==> src/hw/rtl/vttl_pkg.sv <==
package vttl_pkg;

    localparam int TABLE_ENTRIES = 64;
    localparam int CNT_W         = 7;

    localparam logic [2:0] FUNC_CLEAR  = 3'd0;
    localparam logic [2:0] FUNC_ADD    = 3'd1;
    localparam logic [2:0] FUNC_REMOVE = 3'd2;
    localparam logic [2:0] FUNC_LOOKUP = 3'd3;
    localparam logic [2:0] FUNC_EXPIRE = 3'd4;

    localparam logic [1:0] MISS_NONE     = 2'd0;
    localparam logic [1:0] MISS_DISABLED = 2'd1;
    localparam logic [1:0] MISS_ABSENT   = 2'd2;
    localparam logic [1:0] MISS_VERSION  = 2'd3;

    localparam logic [CNT_W-1:0] CNT_MAX = {CNT_W{1'b1}};

    typedef struct packed {
        logic [2:0]  func;
        logic [63:0] entry_key;
        logic [31:0] entry_version;
        logic [47:0] now_time;
        logic [47:0] age_limit;
    } t_cmd;

    typedef struct packed {
        logic             use_cached;
        logic [1:0]       miss_reason;
        logic             entry_removed;
        logic [CNT_W-1:0] expired_count;
        logic             table_full;
    } t_rsp;

    // what each cell does while the sweep token sits on it
    typedef enum logic [2:0] {
        ACT_NONE,
        ACT_CLEAR,
        ACT_ADD,
        ACT_FILL,
        ACT_REMOVE,
        ACT_LOOKUP,
        ACT_EXPIRE
    } t_act;

    // operation held steady on the bus to all cells for the whole sweep
    typedef struct packed {
        t_act        act;
        logic [63:0] key;
        logic [31:0] version;
        logic [47:0] now;
        logic [47:0] limit;
    } t_bcast;

    // partial result handed from cell to cell along with the token
    typedef struct packed {
        logic             found;
        logic             match;
        logic             claimed;
        logic [CNT_W-1:0] count;
    } t_carry;

endpackage

==> src/hw/rtl/vttl_cell.sv <==
module vttl_cell
    import vttl_pkg::*;
(
    input  logic   i_clk,
    input  logic   i_rst_n,
    input  t_bcast i_bc,
    input  logic   i_tok,
    input  t_carry i_carry,
    output logic   o_tok,
    output t_carry o_carry
);

    logic        r_valid;
    logic [63:0] r_key;
    logic [31:0] r_ver;
    logic [47:0] r_stamp;
    logic        r_tok;
    t_carry      r_carry;

    logic        n_valid;
    t_carry      n_carry;
    logic        wr;
    logic        hit;
    logic        old;
    logic [47:0] age;

    assign hit = r_valid && (r_key == i_bc.key);
    assign age = i_bc.now - r_stamp;
    // negative age (clock went backwards) counts as expired
    assign old = (i_bc.now < r_stamp) || (age >= i_bc.limit);

    always_comb begin
        n_valid = r_valid;
        n_carry = i_carry;
        wr      = 1'b0;
        if (i_tok) begin
            unique case (i_bc.act)
                ACT_CLEAR: begin
                    n_valid = 1'b0;
                end
                ACT_ADD: begin
                    if (hit) begin
                        wr            = 1'b1;
                        n_carry.found = 1'b1;
                    end
                end
                ACT_FILL: begin
                    if (!r_valid && !i_carry.claimed) begin
                        wr              = 1'b1;
                        n_valid         = 1'b1;
                        n_carry.claimed = 1'b1;
                    end
                end
                ACT_REMOVE: begin
                    if (hit) begin
                        n_valid       = 1'b0;
                        n_carry.found = 1'b1;
                    end
                end
                ACT_LOOKUP: begin
                    if (hit) begin
                        n_carry.found = 1'b1;
                        n_carry.match = (r_ver == i_bc.version);
                    end
                end
                ACT_EXPIRE: begin
                    if (r_valid && old) begin
                        n_valid = 1'b0;
                        if (i_carry.count != CNT_MAX) begin
                            n_carry.count = i_carry.count + 1'b1;
                        end
                    end
                end
                default: begin
                end
            endcase
        end
    end

    always_ff @(posedge i_clk) begin
        if (!i_rst_n) begin
            r_valid <= 1'b0;
            r_tok   <= 1'b0;
        end else begin
            r_valid <= n_valid;
            r_tok   <= i_tok;
        end
    end

    always_ff @(posedge i_clk) begin
        r_carry <= n_carry;
        if (wr) begin
            r_key   <= i_bc.key;
            r_ver   <= i_bc.version;
            r_stamp <= i_bc.now;
        end
    end

    assign o_tok   = r_tok;
    assign o_carry = r_carry;

endmodule
==> config.mk <==
export PLATFORM = sky130hd
export DESIGN_NAME = vttl_cell
export DESIGN_NICKNAME = d
export VERILOG_FILES = /design/src/hw/rtl/vttl_pkg.sv /design/src/hw/rtl/vttl_cell.sv
export SDC_FILE = /design/constraint.sdc
export NUM_CORES = 1
export LEC_CHECK = 0
export ABC_AREA = 1
export BUFFER_PORTS_ARGS = -buffer_cell sky130_fd_sc_hd__clkbuf_2
export CAP_MARGIN = 20
export CORE_MARGIN = 2
export CORE_UTILIZATION = 36
export DETAILED_ROUTE_END_ITERATION = 8
export SETUP_SLACK_MARGIN = 0.5
export SYNTH_ARGS = -nofsm -noshare
export SYNTH_HDL_FRONTEND = slang
export SYNTH_SLANG_ARGS = --single-unit
==> constraint.sdc <==
create_clock -name i_clk -period 13.41 [get_ports i_clk]
set_input_delay 3.3525 -clock i_clk [delete_from_list [all_inputs] [get_ports i_clk]]
set_output_delay 3.3525 -clock i_clk [all_outputs]
set_load 0.01 [all_outputs]
==> results.json, run 1 <==
{
  "total_power_mw": 1.269,
  "track_usage_pct": 18.22,
  "cp_top_family": "simple AND/OR/NAND/NOR gates",
  "io_buffers": 218,
  "slew_headroom_pct": 40.94,
  "power.share.sequential_pct": 42.6,
  "rsz0062_at_grt": "false",
  "synth_warnings": 0,
  "viasPerCell": 4.680,
  "cts_hold_buf": 0,
  "crit_top_cell": "nand2_1",
  "cts_num_sinks": 156,
  "fp.dieH_um": 179.2,
  "cts_tree": "yes",
  "p_sw_share_pct": 28.30,
  "place.gp.congestion": 0.9153,
  "p_int_mw": 0.9097,
  "ys_types": 44,
  "io_pins": 219,
  "drv_slew": 0,
  "core_um2": 30430,
  "worst_pin_slew_ns": 0.8859,
  "dp_worst_setup_slack_ns": 6.044,
  "ant_nets": 0,
  "rows": 64,
  "cp.required_ns": 13.75,
  "drt-initial-drc-count": 443,
  "critPathLaunchType": "input pin",
  "numCtsBuffers": 17,
  "initial_core_util_pct": 36.30,
  "multiInputGateArea_um2": 5507,
  "yosys_register_bits": 156,
  "setup_violations": 0,
  "power_frac_clock_pct": 39.3,
  "placed_cell_area_um2": 12660,
  "die_w_um": 179.2,
  "cp.arrival_ns": 7.24,
  "holdPathStages": 2,
  "timing.final.crit_share_pct": 51.39,
  "cts_max_level": 4,
  "drive_above_1_share_pct": 19.09,
  "hold_class": "register to register",
  "postCtsSetupRepairBufs": 0,
  "syn_area_um2": 11050,
  "ff2ff_path_depth": 24,
  "seq_area_um2": 4564,
  "wirelength_mm": 29.21,
  "avgSynthCellArea_um2": 8.275,
  "grt_pass1_vias": 9059,
  "dr_total_vias": 9285,
  "p_comb_share_pct": 18.1,
  "period_needed_ns": 6.891,
  "fillers": 3127,
  "synth_nets": 1641,
  "grt_max_degree": 70,
  "die_area_um2": 32100,
  "peakVddDrop_v": 0.00008301,
  "hpwl_mm": 24.45,
  "clk_pin_slew_ns": 0.07,
  "path_max_fanout": 5,
  "p_switching_mw": 0.3591,
  "fin_nets": 1880,
  "powerDensity_nw_per_um2": 95.79,
  "ctsResizeCount": 0,
  "antenna_found_initial": 2,
  "synth_seq_area_share_pct": 41.32,
  "power_leakage_nw": 6.481,
  "clk_latency_ns": 0.45,
  "overflow": 0,
  "grt_pass1_wl_mm": 44.69,
  "critPathSlowestCell": "nor3_1",
  "cts_root_buf": "clkbuf_16",
  "finalWorstSetupSlack_ns": 6.519,
  "routedWlPerCell_um": 14.72,
  "drc": 0,
  "dr.pass1.iters": 5,
  "syn_to_final_growth_pct": 19.90,
  "hold_violations": 0,
  "end_kind": "register",
  "cts_max_path_buffers": 2,
  "critPathKind": "input pin to register",
  "path_depth": 26,
  "syn_inst": 1335,
  "finalInstanceArea_um2": 13250,
  "run_status": "completed",
  "fin_worst_skew_ns": 0.01038,
  "fin_setup_tns_ns": 0,
  "maxCapViolCount": 0,
  "path_buf_inv": 3,
  "critical_path.max_stage_delay_ns": 0.53,
  "fmax_ghz": 0.1451
}
==> cell families after synthesis <==
logic type	share of synthesized area, %
xor+xnor	8.087
flops	41.32
fa+ha+maj	11.17
buf+inv	8.902
compound gates	8.891
simple gates	21.63
==> metal layers <==
layer	wire length (µm)	global-route usage, %	vias to the layer above
met5	13	0	-
met4	701	6.552	2
met3	1700	4.198	47
met2	13730	30.69	220
met1	13060	22.78	4188
li1	-	-	4828
==> cell type report <==
class / instances / area share [%]
clock inverter: 14 / 1.190
multi-input combinational: 917 / 41.57
timing repair buffer: 220 / 8.351
sequential: 156 / 34.46
inverter: 262 / 7.425
tap: 396 / 3.741
antenna: 1 / 0.01889
clock buffer: 18 / 3.240
==> tightest hold or removal path: cells and delay by family, from the launching register on <==
family	cells	cell delay, ns
DFF	1	0.39
AOI/OAI and AO/OA	1	0.16
and+or+nand+nor	1	0.05
==> power by group through the flow <==
stage	combinational, mW	clock (mW)	sequential [mW]
after CTS	0.231	0.512	0.541
after global placement	0.227	0	0.551
after floorplan	0.141	0	0.554
final	0.229	0.499	0.541
after global routing	0.262	0.531	0.541
after detailed placement	0.230	0	0.552
==> sequential cells by signal, summed over array words and instances, names as in the netlist <==
name	cells
r_ver	32
r_stamp	48
o_carry	10
r_key	64
r_valid	1
o_tok	1
==> worst paths after layout <==
path / from / to / slack [ns]
hold reg to reg: r_valid$_SDFFE_PN0P_ / r_valid$_SDFFE_PN0P_ / 0.64
setup reg to reg: r_stamp[0]$_DFFE_PP_ / o_carry[2]$_DFF_P_ / 9.23
hold / removal: r_valid$_SDFFE_PN0P_ / r_valid$_SDFFE_PN0P_ / 0.64
setup / recovery: i_bc[48] / o_carry[2]$_DFF_P_ / 6.52
==> cell usage after synthesis <==
cell type	number	area share, %
edfxtp_1	144	39
nor3_1	22	1.0
inv_2	9	0.31
a21o_1	16	1.1
o211ai_1	2	0.14
nand3_2	5	0.45
a21oi_1	71	3.2
o21ai_0	41	1.9
a21oi_4	1	0.15
o31ai_1	2	0.14
a21boi_0	2	0.14
o21ai_2	2	0.16
a311oi_1	1	0.079
nand3_1	41	1.9
or2_2	4	0.23
nand3_4	1	0.16
a211oi_1	1	0.068
nand3b_1	4	0.27
a21oi_2	3	0.24
nor3_2	1	0.091
o21a_1	2	0.14
nand2_4	1	0.10
fa_1	1	0.18
o21bai_1	8	0.54
or2_1	1	0.057
xor2_1	72	5.7
a31oi_1	7	0.40
o21ai_1	5	0.23
o211ai_2	1	0.11
ha_1	97	11
and2_1	1	0.057
nand2_2	10	0.57
nor4_2	3	0.34
a21boi_1	2	0.14
dfxtp_1	12	2.2
nor2_2	6	0.34
nor2_1	127	4.3
nand2_1	292	9.9
a31o_2	1	0.079
nor2_4	4	0.41
nor4_1	9	0.51
xnor2_1	30	2.4
inv_1	253	8.6
nand4_1	17	0.96
==> layout by cell type, fill, tap and decap left out, drive strengths merged, types with 17 or more instances in the layout <==
| cell type | count |
|---|---|
| nand2 | 303 |
| nor2 | 137 |
| nor3 | 23 |
| ha | 97 |
| a21oi | 75 |
| inv | 270 |
| xor2 | 72 |
| o21ai | 48 |
| edfxtp | 144 |
| nand3 | 47 |
| nand4 | 17 |
| clkbuf | 236 |
| xnor2 | 30 |
==> per-stage QoR <==
stage,instances,utilization [%],hold WS (ns)
after floorplan,1335,-,0.5653
after global placement,1951,41.59,0.6003
after detailed placement,1951,41.59,0.6183
after CTS,1983,43.52,0.6313
after global routing,1983,43.52,0.6663
final,1984,43.53,0.6386
(Power assumes the default switching activity.)
==> inputs of run 2 (changes only) <==
clock period = 6.74 ns   (was 13.41 ns; I/O delays follow)
==> run 2 against run 1 <==
Compared with the run above:
- die area is the same
- critical path type unchanged
- power grew 96%
- global-route usage grew 0.37 points
- register-to-register slack lost 6.8 ns
- worst setup slack lost 5.1 ns
==> results.json, run 2 (same netlist as run 1, synthesis figures left out) <==
{
  "cts_root_buf": "clkbuf_16",
  "cp.arrival_ns": 5.67,
  "critPathSlowestCell": "o21ai_1",
  "cts_hold_buf": 0,
  "timing.final.crit_share_pct": 79.35,
  "ff2ff_path_depth": 27,
  "ant_nets": 0,
  "grt_pass1_vias": 9358,
  "power.share.sequential_pct": 43.3,
  "dr_total_vias": 9351,
  "run_status": "completed",
  "power_leakage_nw": 6.469,
  "dp_cells": 1951,
  "ctsResizeCount": 0,
  "critPathKind": "input pin to register",
  "largestRegisters": "r_key (64), r_stamp (48), r_ver (32)",
  "die_area_um2": 32100,
  "clk_latency_ns": 0.43,
  "fmax_ghz": 0.1870,
  "end_kind": "register",
  "path_max_fanout": 5,
  "drv_slew": 0,
  "final_common_cell": "nand2_1",
  "track_usage_pct": 18.59,
  "drt-initial-drc-count": 545,
  "slew_headroom_pct": 43.11,
  "multiInputGateArea_um2": 5507,
  "fin_worst_skew_ns": 0.01247,
  "grt_max_degree": 97,
  "p_switching_mw": 0.7035,
  "overflow": 0,
  "fp.dieH_um": 179.2,
  "p_int_mw": 1.780,
  "regMostFlops": "r_key",
  "critPathLaunchType": "input pin",
  "p_sw_share_pct": 28.32,
  "viasPerCell": 4.713,
  "seq_area_um2": 4564,
  "wirelength_mm": 29.83,
  "initial_core_util_pct": 36.30,
  "rsz0062_at_grt": "false",
  "cp.required_ns": 7.07,
  "maxCapViolCount": 0,
  "layout_common_cells": "292 x nand2_1, 253 x inv_1, 218 x clkbuf_2, 144 x edfxtp_1, 126 x nor2_1",
  "syn_to_final_growth_pct": 19.78,
  "drive_above_1_share_pct": 19.03,
  "largest_register_ffs": 64,
  "setup_violations": 0,
  "die_w_um": 179.2,
  "crit_top_cell": "nand2_1",
  "power_frac_clock_pct": 38.2,
  "hold_violations": 0,
  "powerDensity_nw_per_um2": 187.7,
  "cts_max_path_buffers": 2,
  "fin_setup_tns_ns": 0,
  "rrSetupSlack_ns": 2.39,
  "r2r-start": "r_stamp[0]$_DFFE_PP_",
  "p_comb_share_pct": 18.5,
  "cts_max_level": 4,
  "place.gp.congestion": 0.9564,
  "grt_pass1_wl_mm": 46.17,
  "holdPathStages": 2,
  "core_um2": 30430,
  "postCtsSetupRepairBufs": 0,
  "cts_num_sinks": 156,
  "peakVddDrop_v": 0.0001689,
  "routedWlPerCell_um": 15.04,
  "numCtsBuffers": 17,
  "hpwl_mm": 24.74,
  "cts_tree": "yes",
  "period_needed_ns": 5.348,
  "rows": 64,
  "fin_nets": 1880,
  "min_to": "r_valid$_SDFFE_PN0P_",
  "drc": 0,
  "hold_class": "register to register",
  "clk_pin_slew_ns": 0.06,
  "regToRegEndpoint": "o_carry[2]$_DFF_P_",
  "io_pins": 219,
  "fillers": 3073,
  "hold_start": "r_valid$_SDFFE_PN0P_",
  "dr.pass1.iters": 5,
  "fin_cells": 1984,
  "worst_pin_slew_ns": 0.8513,
  "io_buffers": 218,
  "critical_path.max_stage_delay_ns": 0.41,
  "total_power_mw": 2.484,
  "antenna_found_initial": 1
}
## run 2: critical path: cells and delay by family
family	cells	cell delay, ns
and+or+nand+nor	19	1.96
xor gates and xnor gates	1	0.18
buffers and inverters	3	0.33
adders and majority gates	3	0.84
AOI/OAI and AO/OA	3	0.69
## run 2: power by group through the flow
stage | registers, mW | clock network, mW | logic (mW)
after floorplan | 1.10 | 0 | 0.282
after global placement | 1.10 | 0 | 0.451
after detailed placement | 1.10 | 0 | 0.459
after CTS | 1.08 | 0.980 | 0.463
after global routing | 1.08 | 1.01 | 0.524
final | 1.08 | 0.948 | 0.459
## run 2: worst max path at each step
stage | from | to | slack, ns | depth (start not counted)
after floorplan | i_bc[188] | r_key[0]$_DFFE_PP_ | 1.76 | 10
after global placement | i_bc[48] | o_carry[2]$_DFF_P_ | 1.02 | 29
after detailed placement | i_bc[48] | o_carry[2]$_DFF_P_ | 0.98 | 29
after CTS | i_bc[48] | o_carry[2]$_DFF_P_ | 1.44 | 29
after global routing | i_bc[48] | o_carry[2]$_DFF_P_ | 1.12 | 29
final | i_bc[48] | o_carry[2]$_DFF_P_ | 1.39 | 29
## run 2: cell type report
cell class                      instances  share of cell area [%]
Timing Repair Buffer                  220                   8.454
Clock inverter                         11                  0.8322
Inverter                              262                   7.433
Tap cell                              396                   3.745
Multi-Input combinational cell        917                   41.62
Clock buffer                           21                   3.404
Sequential cell                       156                   34.50
Antenna cell                            1                 0.01891
## run 2: metal layers
| metal | routed length, µm | track usage (%) |
|---|---|---|
| met1 | 13100 | 23.08 |
| met2 | 13820 | 31.54 |
| met3 | 2005 | 3.774 |
| met4 | 901 | 7.426 |
| met5 | 0 | 0 |
## run 2: per-stage QoR
| stage | cell area (µm²) | util (%) | hold WS, ns | setup WS, ns |
|---|---|---|---|---|
| floorplan | 11050 | - | 0.5653 | 1.761 |
| global placement | 12670 | 41.63 | 0.6141 | 1.017 |
| detailed placement | 12670 | 41.63 | 0.6317 | 0.9847 |
| CTS | 13230 | 43.47 | 0.6433 | 1.442 |
| global route | 13230 | 43.47 | 0.6827 | 1.123 |
| finish | 13230 | 43.48 | 0.6409 | 1.392 |
==> inputs of run 3 (changes only) <==
ABC_AREA = 0   (was 1)
clock period = 4.35 ns   (was 6.74 ns; I/O delays follow)
==> run 3 against run 2 <==
Compared with the run above:
- the flow now finishes with violations (negative setup slack)
- critical path depth down 4
- final cell count down 13%
- area after synthesis down 8.8%
- non-clock buffer count up 150
- clock power up 58%
- synthesized cell count down 29%
- die area down 8.6%
- global-route usage down 0.78 points
- via count down 12%
- power up 60%
- sequential cell count unchanged
- combinational power up 75%
- critical endpoint is now o_carry[1]$_DFF_P_
==> results.json, run 3 <==
{
  "synth_warnings": 0,
  "power_frac_clock_pct": 37.8,
  "power_leakage_nw": 6.311,
  "overflow": 0,
  "drt-initial-drc-count": 382,
  "avgSynthCellArea_um2": 10.58,
  "hpwl_mm": 20.82,
  "seq_area_um2": 4564,
  "cts_max_path_buffers": 2,
  "ys_top_cells_by_count": "144 x edfxtp_1, 133 x inv_1, 97 x ha_1",
  "power.share.sequential_pct": 42.0,
  "synth_edf_count": 144,
  "syn_inst": 952,
  "track_usage_pct": 17.80,
  "ys.flop_type": "edfxtp_1",
  "path_depth": 25,
  "period_needed_ns": 5.083,
  "io_buffers": 218,
  "wirelength_mm": 25.89,
  "cp.arrival_ns": 5.40,
  "syn_to_final_growth_pct": 34.96,
  "numCtsBuffers": 17,
  "p_switching_mw": 1.118,
  "p_sw_share_pct": 28.16,
  "cp_top_family": "compound AO/OA/AOI/OAI gates",
  "cts_tree": "yes",
  "cp.required_ns": 4.67,
  "holdPathStages": 1,
  "yosys_register_bits": 156,
  "drive_above_1_share_pct": 34.05,
  "critPathLaunchType": "input pin",
  "hold_class": "register to register",
  "ff2ff_path_depth": 23,
  "routedWlPerCell_um": 15.04,
  "p_comb_share_pct": 20.2,
  "dp_worst_setup_slack_ns": -1.470,
  "cts_hold_buf": 0,
  "clk_pin_slew_ns": 0.08,
  "dr_total_vias": 8271,
  "clk_latency_ns": 0.44,
  "synth_seq_area_share_pct": 45.31,
  "ys_types": 69,
  "die_area_um2": 29340,
  "fin_worst_skew_ns": 0.01348,
  "viasPerCell": 4.803,
  "synth-async-reset-ratio_pct": 0,
  "drv_slew": 0,
  "whs_ns": 0.5875,
  "largest_register_ffs": 64,
  "fmax_ghz": 0.1967,
  "path_max_fanout": 5,
  "ys_top_cells_by_area": "edfxtp_1 43%, ha_1 12%, xor2_1 5.3%",
  "drc": 0,
  "core_um2": 27710,
  "antenna_found_initial": 2,
  "worst_pin_slew_ns": 0.4398,
  "slew_headroom_pct": 69.92,
  "path_buf_inv": 4,
  "layout_common_cells": "214 x clkbuf_2, 147 x buf_4, 144 x edfxtp_1, 131 x inv_1, 93 x ha_1",
  "syn_area_um2": 10070,
  "finalWorstSetupSlack_ns": -0.7333,
  "end_kind": "register",
  "place.gp.congestion": 0.8824,
  "synth_top_area_share_pct": 42.92,
  "timing.final.crit_share_pct": 116.9,
  "setup_violations": 8,
  "synth_nets": 1258,
  "io_pins": 219,
  "placed_cell_area_um2": 12740,
  "multiInputGateArea_um2": 5145,
  "fin_setup_tns_ns": -5.150,
  "critPathKind": "input pin to register",
  "p_int_mw": 2.853,
  "critical_path.max_stage_delay_ns": 0.42,
  "fillers": 2600,
  "maxCapViolCount": 0,
  "die_w_um": 171.3,
  "violations": "negative setup slack",
  "cts_max_level": 4,
  "final_common_cell": "clkbuf_2",
  "dr.pass1.iters": 4,
  "rows": 61,
  "utilization_pct": 49.08,
  "cts_num_sinks": 156,
  "finalInstanceArea_um2": 13600,
  "grt_pass1_vias": 8259,
  "fp.dieH_um": 171.3,
  "run_status": "complete, but fails checks",
  "fin_cells": 1722,
  "critPathSlowestCell": "or3_4",
  "total_power_mw": 3.971,
  "synth.most_common_cell": "edfxtp_1",
  "yosysTopAreaCell": "edfxtp_1",
  "grt_max_degree": 56,
  "fin_nets": 1635,
  "peakVddDrop_v": 0.0002348,
  "grt_pass1_wl_mm": 40.67,
  "hold_violations": 0,
  "dp_cells": 1680,
  "largestRegisters": "r_key (64), r_stamp (48), r_ver (32)",
  "regMostFlops": "r_key",
  "cts_root_buf": "clkbuf_16",
  "initial_core_util_pct": 36.36,
  "ant_nets": 0,
  "rsz0062_at_grt": "true",
  "powerDensity_nw_per_um2": 292.0
}
==> run 3: cell count changes after synthesis, moves of 22 or more <==
cell     change
nand2_1    -246
inv_1      -120
nor2_1      -96
a21o_1      +31
xnor2_1     +27
nand3_1     -22
==> run 3: routing by layer <==
| layer | GRT usage (%) | vias to the layer above | wire length [µm] |
|---|---|---|---|
| li1 | - | 4219 | - |
| met1 | 23.21 | 3834 | 11850 |
| met2 | 29.14 | 185 | 12170 |
| met3 | 3.866 | 33 | 1339 |
| met4 | 6.411 | 0 | 533 |
| met5 | 0 | - | 0 |
==> run 3: worst reg2reg max path: stages, from the launching register on <==
cell and delay [ns]:
edfxtp_1 0.39, inv_1 0.17, ha_4 0.23, nor2b_4 0.12
o31a_1 0.26, o211ai_2 0.24, a21oi_2 0.12, o211ai_1 0.27
a21oi_2 0.14, a31oi_1 0.19, o21bai_1 0.12, a221oi_1 0.32
xnor2_1 0.18, ha_1 0.28, a21o_1 0.18, a21o_1 0.17
a21oi_1 0.18, o21ai_1 0.09, a211oi_2 0.22, o21ai_2 0.10
a31oi_4 0.23, buf_4 0.16, nor3_2 0.04, mux2_4 0.29
==> run 3: path summary, 6_finish.rpt <==
kind | start | to | slack [ns]
min reg2reg | r_valid$_SDFFE_PN0P_ | o_carry[7]$_DFF_P_ | 0.59
min | r_valid$_SDFFE_PN0P_ | o_carry[7]$_DFF_P_ | 0.59
max reg2reg | r_stamp[1]$_DFFE_PP_ | o_carry[5]$_DFF_P_ | -0.44
max | i_bc[48] | o_carry[1]$_DFF_P_ | -0.73
==> run 3: cells by family (layout without fill, tap and decap cells) <==
family / Yosys count / after routing / synth area share (%)
buf+inv: 145 / 535 / 5.489
mux: 4 / 4 / 0.4843
xor+xnor: 118 / 118 / 10.26
flops: 156 / 156 / 45.31
fa+ha+maj: 98 / 98 / 12.25
simple gates: 186 / 186 / 9.861
other cells: 0 / 2 / 0
compound gates: 245 / 245 / 16.36
==> run 3: power groups by stage <==
| stage | sequential (mW) | combinational (mW) | clock (mW) |
|---|---|---|---|
| 2_1_floorplan | 1.70 | 0.418 | 0 |
| 3_3_place_gp | 1.70 | 0.756 | 0 |
| 3_5_place_dp | 1.70 | 0.767 | 0 |
| 4_1_cts | 1.67 | 0.787 | 1.54 |
| 5_1_grt | 1.67 | 0.899 | 1.61 |
| 6_report | 1.67 | 0.803 | 1.50 |
==> run 3: cell type report <==
type,instances,share of cell area (%)
multi-input combinational,651,37.84
sequential,156,33.57
timing repair buffer,370,17.00
inverter,133,3.764
tap,378,3.478
clock buffer,18,3.230
clock inverter,14,1.086
antenna,2,0.03681
==> run 3: what timing repair did <==
item | in CTS | in global routing
gates cloned | 0 | 0
pin swaps | 20 | 23
resized for setup | 16 | 29
setup buffers | 4 | 4
setup endpoints to repair | 8 | 8
